==> src/hw/rtl/assert_macros.svh <==
// Assertion helpers used by the core RTL file.
`ifndef ASSERT_MACROS_SVH
`define ASSERT_MACROS_SVH

// Consequent checked in the same cycle as the antecedent.
`define FSMB_ASSERT_SAME(lbl, ante, cons) \
  lbl: assert property (@(posedge clk) disable iff (!rst_n) (ante) |-> (cons)) \
    else $error("same-cycle check failed");

// Consequent checked in the cycle after the antecedent.
`define FSMB_ASSERT_NEXT(lbl, ante, cons) \
  lbl: assert property (@(posedge clk) disable iff (!rst_n) (ante) |=> (cons)) \
    else $error("next-cycle check failed");

`endif

==> src/hw/rtl/fsmb_pkg.sv <==
package fsmb_pkg;

  // Request opcodes; codes six and seven act as stats
  typedef enum logic [2:0] {
    FN_BEGIN   = 3'd0,
    FN_FINISH  = 3'd1,
    FN_TAKE    = 3'd2,
    FN_RELEASE = 3'd3,
    FN_BUMP    = 3'd4,
    FN_STATS   = 3'd5
  } func_t;

  typedef enum logic [2:0] {
    STS_OK       = 3'd0,
    STS_INVALID  = 3'd1,
    STS_STALE    = 3'd2,
    STS_MISMATCH = 3'd3,
    STS_NO_SLOT  = 3'd4,
    STS_NO_FRAME = 3'd5,
    STS_IGNORED  = 3'd6
  } status_t;

  typedef enum logic [1:0] {
    SL_EMPTY    = 2'd0,
    SL_WRITING  = 2'd1,
    SL_COMPLETE = 2'd2
  } slot_st_t;

  localparam int unsigned IN_DATA_W  = 176;
  localparam int unsigned OUT_DATA_W = 248;

  // Registered request, size check already resolved
  typedef struct packed {
    func_t        func;
    logic [31:0]  frame_generation;
    logic         bytes_zero;
    logic         size_ok;
    logic [35:0]  byte_count;
    logic [63:0]  frame_number;
    logic [3:0]   slot_index;
  } req_t;

  typedef struct packed {
    status_t      status;
    logic [3:0]   result_slot;
    logic [63:0]  latest_frame_number;
    logic [31:0]  current_generation;
    logic [31:0]  published_count;
    logic [31:0]  dropped_count;
    logic [31:0]  leased_count;
    logic [4:0]   complete_slots;
    logic [4:0]   held_slots;
    logic [35:0]  max_frame_bytes;
  } res_t;

endpackage

==> src/hw/rtl/fsmb_in_stage.sv <==
module fsmb_in_stage
  import fsmb_pkg::*;
(
  input  logic                 clk,
  input  logic                 rst_n,
  input  logic                 in_tvalid,
  output logic                 in_tready,
  input  logic [IN_DATA_W-1:0] in_tdata,
  input  logic [2:0]           in_tuser,
  input  logic                 fire,
  output logic                 req_valid,
  output req_t                 req
);

  logic        valid_r;
  req_t        req_r;
  req_t        req_nxt;
  logic [15:0] height;
  logic [19:0] stride;
  logic [35:0] prod;

  assign in_tready = !valid_r || fire;
  assign req_valid = valid_r;
  assign req       = req_r;

  // Unpack the transfer and resolve the size check before it is registered
  assign height = in_tdata[47:32];
  assign stride = in_tdata[67:48];
  assign prod   = 36'(height) * 36'(stride);

  always_comb begin
    req_nxt.func             = func_t'(in_tuser);
    req_nxt.frame_generation = in_tdata[31:0];
    req_nxt.byte_count       = in_tdata[103:68];
    req_nxt.frame_number     = in_tdata[167:104];
    req_nxt.slot_index       = in_tdata[171:168];
    req_nxt.bytes_zero       = (in_tdata[103:68] == 36'd0);
    req_nxt.size_ok          = (stride != 20'd0) && (prod == in_tdata[103:68]);
  end

  always_ff @(posedge clk) begin
    if (!rst_n) begin
      valid_r <= 1'b0;
    end else if (in_tready) begin
      valid_r <= in_tvalid;
    end
  end

  always_ff @(posedge clk) begin
    if (in_tvalid && in_tready) begin
      req_r <= req_nxt;
    end
  end

endmodule

==> src/hw/rtl/fsmb_core.sv <==
`include "assert_macros.svh"

module fsmb_core
  import fsmb_pkg::*;
#(
  parameter int unsigned SLOTS = 3
) (
  input  logic clk,
  input  logic rst_n,
  input  logic fire,
  input  req_t req,
  output res_t res
);

  slot_st_t    st_r     [SLOTS];
  slot_st_t    st_nxt   [SLOTS];
  logic [7:0]  rd_r     [SLOTS];
  logic [7:0]  rd_nxt   [SLOTS];
  logic [63:0] fno_r    [SLOTS];
  logic [63:0] fno_nxt  [SLOTS];
  logic [63:0] stamp_r  [SLOTS];
  logic [63:0] stamp_nxt[SLOTS];
  logic [35:0] bytes_r  [SLOTS];
  logic [35:0] bytes_nxt[SLOTS];
  logic [31:0] gen_r, gen_nxt;
  logic [63:0] ctr_r, ctr_nxt;
  logic [31:0] pub_r, pub_nxt;
  logic [31:0] drop_r, drop_nxt;
  logic [31:0] lease_r, lease_nxt;

  logic [SLOTS-1:0] hit;
  logic [SLOTS-1:0] wr_sel;
  logic [SLOTS-1:0] take_sel;
  logic [SLOTS-1:0] compl_cur;
  logic             wr_any;
  logic [3:0]       wr_idx;
  logic [3:0]       take_idx;
  logic [63:0]      take_fno;

  // Pick a slot to write: first free empty one, else oldest unread complete one
  always_comb begin
    logic             seen;
    logic             ok;
    logic [SLOTS-1:0] empty_free;
    logic [SLOTS-1:0] empty_sel;
    logic [SLOTS-1:0] cand;
    logic [SLOTS-1:0] old_sel;
    seen = 1'b0;
    for (int i = 0; i < SLOTS; i++) begin
      empty_free[i] = (st_r[i] == SL_EMPTY) && (rd_r[i] == 8'd0);
      cand[i]       = (st_r[i] == SL_COMPLETE) && (rd_r[i] == 8'd0);
      compl_cur[i]  = (st_r[i] == SL_COMPLETE);
      hit[i]        = (req.slot_index == 4'(i));
      empty_sel[i]  = empty_free[i] && !seen;
      seen          = seen || empty_free[i];
    end
    for (int i = 0; i < SLOTS; i++) begin
      ok = cand[i];
      for (int j = 0; j < SLOTS; j++) begin
        if (j < i && cand[j] && !(stamp_r[i] < stamp_r[j])) ok = 1'b0;
        if (j > i && cand[j] && !(stamp_r[i] <= stamp_r[j])) ok = 1'b0;
      end
      old_sel[i] = ok;
    end
    wr_sel = seen ? empty_sel : old_sel;
    wr_any = |wr_sel;
    wr_idx = 4'd0;
    for (int i = 0; i < SLOTS; i++) begin
      if (wr_sel[i]) wr_idx = wr_idx | 4'(i);
    end
  end

  // Pick the complete slot with the highest frame number, lowest index on a tie
  always_comb begin
    logic ok;
    for (int i = 0; i < SLOTS; i++) begin
      ok = compl_cur[i];
      for (int j = 0; j < SLOTS; j++) begin
        if (j < i && compl_cur[j] && !(fno_r[i] > fno_r[j])) ok = 1'b0;
        if (j > i && compl_cur[j] && !(fno_r[i] >= fno_r[j])) ok = 1'b0;
      end
      take_sel[i] = ok;
    end
    take_idx = 4'd0;
    take_fno = 64'd0;
    for (int i = 0; i < SLOTS; i++) begin
      if (take_sel[i]) begin
        take_idx = take_idx | 4'(i);
        take_fno = take_fno | fno_r[i];
      end
    end
  end

  // Apply the request to the slot table and build the result
  always_comb begin
    logic             ok;
    logic [SLOTS-1:0] compl_n;
    logic [63:0]      max_fno;
    logic [35:0]      max_b;
    logic [4:0]       n_compl;
    logic [4:0]       n_held;
    st_nxt    = st_r;
    rd_nxt    = rd_r;
    fno_nxt   = fno_r;
    stamp_nxt = stamp_r;
    bytes_nxt = bytes_r;
    gen_nxt   = gen_r;
    ctr_nxt   = ctr_r;
    pub_nxt   = pub_r;
    drop_nxt  = drop_r;
    lease_nxt = lease_r;
    res.status              = STS_OK;
    res.result_slot         = 4'd0;
    res.latest_frame_number = 64'd0;

    case (req.func)
      FN_BEGIN: begin
        if (req.bytes_zero) begin
          res.status = STS_INVALID;
        end else if (req.frame_generation != gen_r) begin
          res.status = STS_STALE;
          drop_nxt   = drop_r + 32'd1;
        end else if (!req.size_ok) begin
          res.status = STS_MISMATCH;
          drop_nxt   = drop_r + 32'd1;
        end else if (!wr_any) begin
          res.status = STS_NO_SLOT;
          drop_nxt   = drop_r + 32'd1;
        end else begin
          for (int i = 0; i < SLOTS; i++) begin
            if (wr_sel[i]) begin
              st_nxt[i]    = SL_WRITING;
              fno_nxt[i]   = req.frame_number;
              bytes_nxt[i] = req.byte_count;
            end
          end
          res.result_slot = wr_idx;
        end
      end
      FN_FINISH: begin
        ok = 1'b0;
        for (int i = 0; i < SLOTS; i++) begin
          if (hit[i] && st_r[i] == SL_WRITING) begin
            ok           = 1'b1;
            st_nxt[i]    = SL_COMPLETE;
            stamp_nxt[i] = ctr_r;
          end
        end
        if (ok) begin
          ctr_nxt = ctr_r + 64'd1;
          pub_nxt = pub_r + 32'd1;
        end else begin
          res.status = STS_IGNORED;
        end
      end
      FN_TAKE: begin
        if (!(|compl_cur)) begin
          res.status = STS_NO_FRAME;
        end else begin
          for (int i = 0; i < SLOTS; i++) begin
            if (take_sel[i] && rd_r[i] != 8'hFF) rd_nxt[i] = rd_r[i] + 8'd1;
          end
          lease_nxt               = lease_r + 32'd1;
          res.result_slot         = take_idx;
          res.latest_frame_number = take_fno;
        end
      end
      FN_RELEASE: begin
        ok = 1'b0;
        for (int i = 0; i < SLOTS; i++) begin
          if (hit[i] && rd_r[i] != 8'd0) begin
            ok        = 1'b1;
            rd_nxt[i] = rd_r[i] - 8'd1;
          end
        end
        if (!ok) res.status = STS_IGNORED;
      end
      FN_BUMP: begin
        gen_nxt = gen_r + 32'd1;
        for (int i = 0; i < SLOTS; i++) begin
          if (rd_r[i] == 8'd0) begin
            st_nxt[i]    = SL_EMPTY;
            fno_nxt[i]   = 64'd0;
            bytes_nxt[i] = 36'd0;
          end
        end
      end
      default: begin
        // stats: filled in below from the unchanged table
      end
    endcase

    // Summaries over the table as it stands after the request
    n_compl = 5'd0;
    n_held  = 5'd0;
    max_fno = 64'd0;
    max_b   = 36'd0;
    for (int i = 0; i < SLOTS; i++) begin
      compl_n[i] = (st_nxt[i] == SL_COMPLETE);
      n_compl    = n_compl + 5'(compl_n[i]);
      n_held     = n_held + 5'(rd_nxt[i] != 8'd0);
    end
    for (int i = 0; i < SLOTS; i++) begin
      ok = compl_n[i];
      for (int j = 0; j < SLOTS; j++) begin
        if (compl_n[j] && !(fno_nxt[i] >= fno_nxt[j])) ok = 1'b0;
      end
      if (ok) max_fno = max_fno | fno_nxt[i];
      ok = compl_n[i];
      for (int j = 0; j < SLOTS; j++) begin
        if (compl_n[j] && !(bytes_nxt[i] >= bytes_nxt[j])) ok = 1'b0;
      end
      if (ok) max_b = max_b | bytes_nxt[i];
    end

    // Stats and the unused codes above it report the largest frame number
    if (req.func >= FN_STATS) begin
      res.latest_frame_number = max_fno;
    end
    res.current_generation = gen_nxt;
    res.published_count    = pub_nxt;
    res.dropped_count      = drop_nxt;
    res.leased_count       = lease_nxt;
    res.complete_slots     = n_compl;
    res.held_slots         = n_held;
    res.max_frame_bytes    = max_b;
  end

  // Hold slot control and totals; advance on each request taken
  always_ff @(posedge clk) begin
    if (!rst_n) begin
      for (int i = 0; i < SLOTS; i++) begin
        st_r[i] <= SL_EMPTY;
        rd_r[i] <= 8'd0;
      end
      gen_r   <= 32'd0;
      ctr_r   <= 64'd0;
      pub_r   <= 32'd0;
      drop_r  <= 32'd0;
      lease_r <= 32'd0;
    end else if (fire) begin
      st_r    <= st_nxt;
      rd_r    <= rd_nxt;
      gen_r   <= gen_nxt;
      ctr_r   <= ctr_nxt;
      pub_r   <= pub_nxt;
      drop_r  <= drop_nxt;
      lease_r <= lease_nxt;
    end
  end

  // Slot payload; only read for slots that have been written
  always_ff @(posedge clk) begin
    if (fire) begin
      fno_r   <= fno_nxt;
      stamp_r <= stamp_nxt;
      bytes_r <= bytes_nxt;
    end
  end

  `FSMB_ASSERT_SAME(a_wr_sel_onehot, 1'b1, $onehot0(wr_sel))
  `FSMB_ASSERT_SAME(a_take_found, fire && req.func == FN_TAKE && (|compl_cur), res.status == STS_OK)
  `FSMB_ASSERT_NEXT(a_finish_counts, fire && req.func == FN_FINISH && res.status == STS_OK, pub_r == $past(pub_r) + 32'd1)
  `FSMB_ASSERT_NEXT(a_bump_gen, fire && req.func == FN_BUMP, gen_r == $past(gen_r) + 32'd1)

endmodule

==> src/hw/rtl/fsmb_out_stage.sv <==
module fsmb_out_stage
  import fsmb_pkg::*;
(
  input  logic                  clk,
  input  logic                  rst_n,
  input  logic                  fire,
  input  res_t                  res,
  output logic                  out_free,
  output logic                  out_tvalid,
  input  logic                  out_tready,
  output logic [OUT_DATA_W-1:0] out_tdata
);

  logic valid_r;
  res_t res_r;

  assign out_free   = !valid_r || out_tready;
  assign out_tvalid = valid_r;

  // Pack fields from the lowest bit up, zero pad to whole bytes
  assign out_tdata = {3'd0,
                      res_r.max_frame_bytes,
                      res_r.held_slots,
                      res_r.complete_slots,
                      res_r.leased_count,
                      res_r.dropped_count,
                      res_r.published_count,
                      res_r.current_generation,
                      res_r.latest_frame_number,
                      res_r.result_slot,
                      res_r.status};

  always_ff @(posedge clk) begin
    if (!rst_n) begin
      valid_r <= 1'b0;
    end else if (out_free) begin
      valid_r <= fire;
    end
  end

  always_ff @(posedge clk) begin
    if (fire) begin
      res_r <= res;
    end
  end

endmodule

==> src/hw/rtl/frame_slot_mailbox.sv <==
// Frame slot mailbox: tracks a few frame buffer slots shared by one producer
// and several readers, one request per input transfer, one result per request.
// Input channel: in_tuser carries the opcode (begin publish, finish publish,
// take latest, release, bump generation, stats); in_tdata carries the frame
// fields. Output channel: status, chosen or leased slot, frame number and the
// block's counters and slot summaries after the request.
// A request passes from the input register through the slot table logic
// into the result register, which drives out_tdata.
// Throughput: one request per cycle while out_tready is high; the slot table
// is read and updated combinationally between the two registers, so
// back-to-back requests see each other's effects in order.
// Reset: every slot empty with no readers, generation, publish stamp counter
// and all totals zero. No clearing pass is needed.
// Stall: while out_tready is low the result holds; one more request may wait
// in the input register, after which in_tready drops.
module frame_slot_mailbox
  import fsmb_pkg::*;
#(
  parameter int unsigned SLOTS = 3
) (
  input  logic                  clk,
  input  logic                  rst_n,
  input  logic                  in_tvalid,
  output logic                  in_tready,
  // frame_generation, frame_height, row_stride, byte_count, frame_number,
  // slot_index
  input  logic [IN_DATA_W-1:0]  in_tdata,
  // func
  input  logic [2:0]            in_tuser,
  output logic                  out_tvalid,
  input  logic                  out_tready,
  // status, result_slot, latest_frame_number, current_generation,
  // published_count, dropped_count, leased_count, complete_slots, held_slots,
  // max_frame_bytes
  output logic [OUT_DATA_W-1:0] out_tdata
);

  logic req_valid;
  req_t req;
  res_t res;
  logic out_free;
  logic fire;

  // Advance a request when the result register can take it
  assign fire = req_valid && out_free;

  fsmb_in_stage u_in (
    .clk       (clk),
    .rst_n     (rst_n),
    .in_tvalid (in_tvalid),
    .in_tready (in_tready),
    .in_tdata  (in_tdata),
    .in_tuser  (in_tuser),
    .fire      (fire),
    .req_valid (req_valid),
    .req       (req)
  );

  fsmb_core #(
    .SLOTS (SLOTS)
  ) u_core (
    .clk   (clk),
    .rst_n (rst_n),
    .fire  (fire),
    .req   (req),
    .res   (res)
  );

  fsmb_out_stage u_out (
    .clk        (clk),
    .rst_n      (rst_n),
    .fire       (fire),
    .res        (res),
    .out_free   (out_free),
    .out_tvalid (out_tvalid),
    .out_tready (out_tready),
    .out_tdata  (out_tdata)
  );

endmodule

==> config.mk <==
export PLATFORM = sky130hd
export DESIGN_NAME = frame_slot_mailbox
export DESIGN_NICKNAME = d
export VERILOG_FILES = /design/src/hw/rtl/fsmb_pkg.sv /design/src/hw/rtl/fsmb_in_stage.sv /design/src/hw/rtl/fsmb_core.sv /design/src/hw/rtl/fsmb_out_stage.sv /design/src/hw/rtl/frame_slot_mailbox.sv
export VERILOG_INCLUDE_DIRS = /design/src /design/src/hw/rtl
export SDC_FILE = /design/constraint.sdc
export NUM_CORES = 2
export LEC_CHECK = 0
export ABC_AREA = 1
export BUFFER_PORTS_ARGS = -buffer_cell sky130_fd_sc_hd__buf_2
export CORE_AREA = 2 2 396 594
export DETAILED_ROUTE_END_ITERATION = 12
export DIE_AREA = 0 0 398 596
export SLEW_MARGIN = 10
export SYNTH_ARGS = -nofsm -noshare
export SYNTH_HDL_FRONTEND = slang
export SYNTH_SLANG_ARGS = --single-unit
==> constraint.sdc <==
create_clock -name clk -period 20.6 [get_ports clk]
set_clock_uncertainty 0.15 [all_clocks]
set_input_delay 5.15 -clock clk [delete_from_list [all_inputs] [get_ports clk]]
set_output_delay 5.15 -clock clk [all_outputs]
set_load 0.03 [all_outputs]
# After elaboration in Yosys (flattened, before gate mapping)
# Index checks and enable logic that the tools add are counted.
dict set report op_classes {
  addsub 15
  n_reduce_logical 110
  bitwise 6
  n_lt_le_gt_ge 31
  mux 122
  n_mul 1
  n_eq_ne 20
}
# cell n
set op_table {}
lappend op_table {{64-bit two-way mux} 14}
lappend op_table {{64-bit >= comparator} 12}
lappend op_table {{192-bit two-way mux} 4}
lappend op_table {{108-bit two-way mux} 4}
lappend op_table {{192-bit one-hot mux with 2 select lines} 1}
lappend op_table {{36-bit >= comparator} 9}
lappend op_table {{36-bit two-way mux} 9}
lappend op_table {{32-bit two-way mux} 10}
lappend op_table {{64-bit bitwise OR} 4}
lappend op_table {{108-bit one-hot mux with 2 select lines} 1}
lappend op_table {{64-bit > comparator} 3}
lappend op_table {{64-bit <= comparator} 3}
lappend op_table {{64-bit less-than comparator} 3}
lappend op_table {{32-bit by 1-bit adder with 32-bit output (second input constant)} 4}
lappend op_table {{36-bit bitwise OR} 2}
lappend op_table {{68-bit two-way mux} 1}
lappend op_table {{64-bit by 1-bit adder with 64-bit output (second input constant)} 1}
lappend op_table {{1-bit logical AND} 50}
lappend op_table {{8-bit two-way mux} 6}
lappend op_table {{24-bit one-hot mux with 2 select lines} 1}
lappend op_table {{8-bit nonzero test} 6}
lappend op_table {{1-bit two-way mux} 40}
lappend op_table {{36-bit == test} 1}
lappend op_table {{36-bit logical NOT} 1}
lappend op_table {{32 further kinds} 115}
dict set report totals {
  out_inout_bits 250
  reg_bits 1102
}

# Depth between registers and ports, before layout
dict set report depth {
  ltp_word 24
  mapped_depth 44
  depth_no_buf 42
}

# Cells and area by module
# Synthesis repeated with hierarchy kept, for this count alone.
dict set report unflattened {
  hier_cells 9992
  area_unflattened_um2 82125.0
}
# mod seq_area_each_um2 area_per_inst_um2 n_inst cells_per_inst
set by_module_without_submodules {}
lappend by_module_without_submodules {fsmb_core 19218.4 58182.1 1 7802}
lappend by_module_without_submodules {fsmb_in_stage 4254.1 16505.8 1 1933}
lappend by_module_without_submodules {fsmb_out_stage 7377.1 7429.6 1 255}
lappend by_module_without_submodules {frame_slot_mailbox 0.0 7.5 1 2}

# Worst setup path before layout
# No wires, ideal clock.
dict set report synth_timing {
  kind {in2reg}
  startpoint {in out_tready}
  endpoint {reg u_core.lease_r[10]}
  arrival_ns 20.971
  path_stages 7
  slack_ns -1.234
  required_ns 19.737
  path_cell_list {inv_1 -> nand2_1 -> nand2_1 -> inv_1 -> clkbuf_1 -> clkbuf_1 -> a21oi_1}
}
dict set report synth_between {
  elab_chain_len 2
}
# element line_no
set synth_rtl {}
lappend synth_rtl {{from (decl)} frame_slot_mailbox.sv:31} ;# input logic out_tready,
lappend synth_rtl {{1-bit logical OR} fsmb_out_stage.sv:17} ;# assign out_free = !valid_r || out_tready;
lappend synth_rtl {{1-bit logical AND} frame_slot_mailbox.sv:45} ;# assign fire = req_valid && out_free;
lappend synth_rtl {{named net fire} frame_slot_mailbox.sv:42} ;# logic fire;
lappend synth_rtl {{to (signal assigned)} fsmb_core.sv:248} ;# lease_r <= lease_nxt;
lappend synth_rtl {{to (decl)} fsmb_core.sv:29} ;# logic [31:0] lease_r, lease_nxt;
# The timed path passes the listed nets, and every way through them passes these cells.
# A chain may end at the register's enable or synchronous reset.

==> flow_summary_export.csv <==
group,metric,value,unit
floorplan,design.portCount,433,
route,drt_drc_violations_left,0,
route,final_antenna_net_count,0,
yosys,synth-edff-count,872,
clocking,number_of_post_cts_setup_repair_buffers,0,
yosys,synth.ff_latch_count,1096,
route,route.detailed.vias_per_inst,5.402,
setup_path,maximum_fanout_along_the_worst_path,20,
clocking,post_cts_resized,0,
setup_path,cp-start-kind,"primary input",
setup_path,reg2reg_to,"u_out.out_tdata[53]",
clocking,clock_latency,0.76,ns
pwr,vdd.ir_drop.worst,0.1247,mV
clocking,clock-sinks,1096,
floorplan,initial_cell_density_of_the_core,34.83,%
clocking,cts.path.max_buffers,3,
setup_path,reg2reg_setup_slack,11.02,ns
yosys,yosysSeqAreaShare,37.93,%
timing,post-route-period-util,55.66,%
setup_path,crit_path_start,"in_tdata[35]",
yosys,async_reset_ff_share,0,%
clocking,tritoncts_clock_tree,"done",
timing,hold_viol,0,
clocking,clkTransAtPathRegs,0.06,ns
yosys,yosysWarningCount,0,
clocking,postCtsHoldBufs,0,
clocking,cts_buffers,117,
route,vias,71149,
setup_path,timing.setup.critical_path_class,"in -> reg",
floorplan,placementRows,217,
timing,grt_setup_unrepaired,"false",
setup_path,timing.rr.start,"u_core.stamp_r[155]",
timing,fin_crit,11.46,ns
yosys,post_synth_main_area_contributors,"sky130_fd_sc_hd__edfxtp_1 (32%), sky130_fd_sc_hd__ha_1 (13%), sky130_fd_sc_hd__inv_1 (8.7%), sky130_fd_sc_hd__nand2_1 (7.6%), sky130_fd_sc_hd__fa_1 (6.2%)",
clocking,cts.root.buffer_cell,"sky130_fd_sc_hd__clkbuf_16",
worst_hold_path,timing.hold.worst.class,"reg -> reg",
setup_path,cp-end-kind,"flop",
route,drtIter0Drc,6358,
floorplan,die_area,0.2372,sq mm
yosys,yosys_most_used_dff,"sky130_fd_sc_hd__edfxtp_1",
global_routing,grt_pass1_vias,71749,
layout,utilization,38.69,%
global_routing,largest_net_degree_at_the_start_of_global_routing,201,
placed_design,io_buffers,419,
timing,worstMarginPinSlew,1.369,ns
floorplan,die_h,596,microns
yosys,synth_largest_type_area_fraction,32.38,%
layout,layout-area-overhead-vs-synth,11.09,%
yosys,synthDistinctLibCells,65,
yosys,syn_area_per_cell,8.260,sq um
setup_path,critPathCapture,"u_in.req[104]",
placed_design,gp_routability_congestion,0.9629,
timing,relative_slew_slack,8.440,%
global_routing,grt-ovfl-total,0,
pwr,leakage,42.10,nW
layout,proportion_of_layout_cells_with_a_drive_suffix_above_1,8.038,%
run,drv.max_cap_violation_count,0,
run_status,outcome,"complete, no violations",
clocking,htree_num_levels,3,
pwr,pwr_density_cell,97.45,mW/mm^2
global_routing,grt_antenna_before_repair,40,
yosys,post_synth_inst_count,9789,
route,detail_route.wl_per_cell,21.86,microns
timing,setup_tns,0,ns
timing,max_freq,87.22,MHz
layout,nNetsFinal,11232,
placed_design,detailed_place_hpwl,204400,microns
floorplan,die_width,398,microns
yosys,syn_area,0.08086,sq mm
timing,timing_max_transition_violations_final,0,
setup_path,worst_r2r_path_depth,31,
setup_path,cp_data_required_time,20.99,ns
floorplan,core_area,0.2321,sq mm
global_routing,grt_first_pass_wirelength,428800,microns
timing,setup_viol_count_final,0,
setup_path,worst-endpoint-arrival,11.86,ns
worst_hold_path,min_from,"u_core.ctr_r[34]",
route,wirelength,288000,microns
global_routing,groute.usage.overall,23.60,%
yosys,synth_top_area_cell,"sky130_fd_sc_hd__edfxtp_1",
route,first_pass_iters,9,
worst min-delay path by stage:
stage | to | slack, ns | cells past startpoint
2_1_floorplan | u_core.stamp_r[101] | 0.29 | 0
3_3_place_gp | u_core.stamp_r[30] | 0.31 | 0
3_5_place_dp | u_core.stamp_r[34] | 0.32 | 0
4_1_cts | u_core.stamp_r[98] | 0.34 | 0
5_1_grt | u_core.stamp_r[30] | 0.35 | 0
6_report | u_core.stamp_r[98] | 0.33 | 0
placed cells by master, fill, tap and decap left out, drive strengths merged, types with 37 or more instances in the layout:
master | synthesis | routed
o21ai | 760 | 760
o211ai | 37 | 37
edfxtp | 872 | 872
ha | 812 | 812
nand4 | 295 | 295
fa | 252 | 252
inv | 1893 | 1899
nor3 | 163 | 163
dfxtp | 224 | 224
clkbuf | 279 | 145
clkinv | 2 | 47
o22ai | 73 | 73
nand3 | 611 | 611
nor2 | 440 | 440
a21oi | 812 | 812
xnor2 | 46 | 46
nor4 | 70 | 70
xor2 | 149 | 149
nand2 | 1647 | 1647
buf | 130 | 478
cell type report:
class                      instances  area (sq um)
clock buffer                     145          3177
fill                           23495        142300
multi-input combinational       6397         41550
sequential                      1096         30670
antenna                           17         42.54
tap                             3066          3836
inverter                        1895          7138
timing repair buffer             478          2592
clock inverter                    78         819.5
critical path: stages:
cell                      delay, ns
sky130_fd_sc_hd__buf_2         0.28
sky130_fd_sc_hd__nand2_1       0.14
sky130_fd_sc_hd__inv_1         0.06
sky130_fd_sc_hd__fa_1          0.55
sky130_fd_sc_hd__inv_1         0.06
sky130_fd_sc_hd__fa_1          0.47
sky130_fd_sc_hd__inv_1         0.05
sky130_fd_sc_hd__fa_1          0.50
sky130_fd_sc_hd__inv_1         0.05
sky130_fd_sc_hd__fa_1          0.47
sky130_fd_sc_hd__fa_1          0.53
sky130_fd_sc_hd__fa_1          0.55
sky130_fd_sc_hd__inv_1         0.05
sky130_fd_sc_hd__ha_1          0.37
sky130_fd_sc_hd__a21oi_1       0.40
sky130_fd_sc_hd__o21ai_0       0.16
sky130_fd_sc_hd__a31oi_1       0.27
sky130_fd_sc_hd__nand3_1       0.29
sky130_fd_sc_hd__nand2_1       0.14
sky130_fd_sc_hd__nand2_1       0.10
sky130_fd_sc_hd__a21oi_1       0.31
sky130_fd_sc_hd__o21ai_0       0.15
sky130_fd_sc_hd__xor2_1        0.20
sky130_fd_sc_hd__o21ai_0       0.10
sky130_fd_sc_hd__inv_1         0.06
sky130_fd_sc_hd__nand4_1       0.09
sky130_fd_sc_hd__nor3_1        0.26
per-stage QoR:
step / instances / hold slack, ns / area (sq um) / setup slack (ns) / total power, W
floorplan: 9797 / 0.2929 / 80890 / 7.167 / 0.005394
finish: 13172 / 0.3340 / 89820 / 9.135 / 0.008754
CTS: 13155 / 0.3366 / 89770 / 9.064 / 0.008802
detailed placement: 12932 / 0.3238 / 85770 / 8.266 / 0.006544
global route: 13159 / 0.3452 / 89790 / 8.676 / 0.009352
global placement: 12932 / 0.3110 / 85770 / 8.307 / 0.006502
state kept, by name, indices dropped and copies added (netlist names), 24 cells and up:
name	flops
u_core.gen_r	32
u_out.out_tdata	239
u_core.rd_r	24
u_core.ctr_r	64
u_core.fno_r	192
u_core.bytes_r	108
u_in.req	141
u_core.stamp_r	192
u_core.drop_r	32
u_core.lease_r	32
u_core.pub_r	32
power by group:
| group | switching [W] | internal, W |
|---|---|---|
| clock network | 0.00100 | 0.00122 |
| logic | 0.00259 | 0.00135 |
| registers | 0.0000758 | 0.00251 |
| total | 0.00367 | 0.00509 |
cells in the mapped netlist (73+ instances only):
library cell	count
sky130_fd_sc_hd__a21oi_1	812
sky130_fd_sc_hd__nand2_1	1639
sky130_fd_sc_hd__xor2_1	149
sky130_fd_sc_hd__nor3_1	153
sky130_fd_sc_hd__nor2_1	428
sky130_fd_sc_hd__dfxtp_1	224
sky130_fd_sc_hd__o22ai_1	73
sky130_fd_sc_hd__clkbuf_1	278
sky130_fd_sc_hd__nand3_1	609
sky130_fd_sc_hd__inv_1	1878
sky130_fd_sc_hd__o21ai_0	746
sky130_fd_sc_hd__edfxtp_1	872
sky130_fd_sc_hd__nand4_1	294
sky130_fd_sc_hd__ha_1	812
sky130_fd_sc_hd__fa_1	252
per-layer routing:
layer,track usage [%],up-vias,share of wire (%)
met1,27.61,33953,38
met5,0,-,0.081
met3,5.070,875,8.4
met2,40.14,3182,48
met4,12.59,36,5.7
li1,-,33103,-
cell families after synthesis:
kind of cell	count (synthesis)	share of synthesized area (%)
simple gates	3289	18.04
buf+inv	2304	10.92
compound gates	1840	12.19
flops	1096	37.93
fa+ha+maj	1064	18.80
xor+xnor	195	2.112
other cells	1	0.004638
Power figures use the tool's default switching activity.
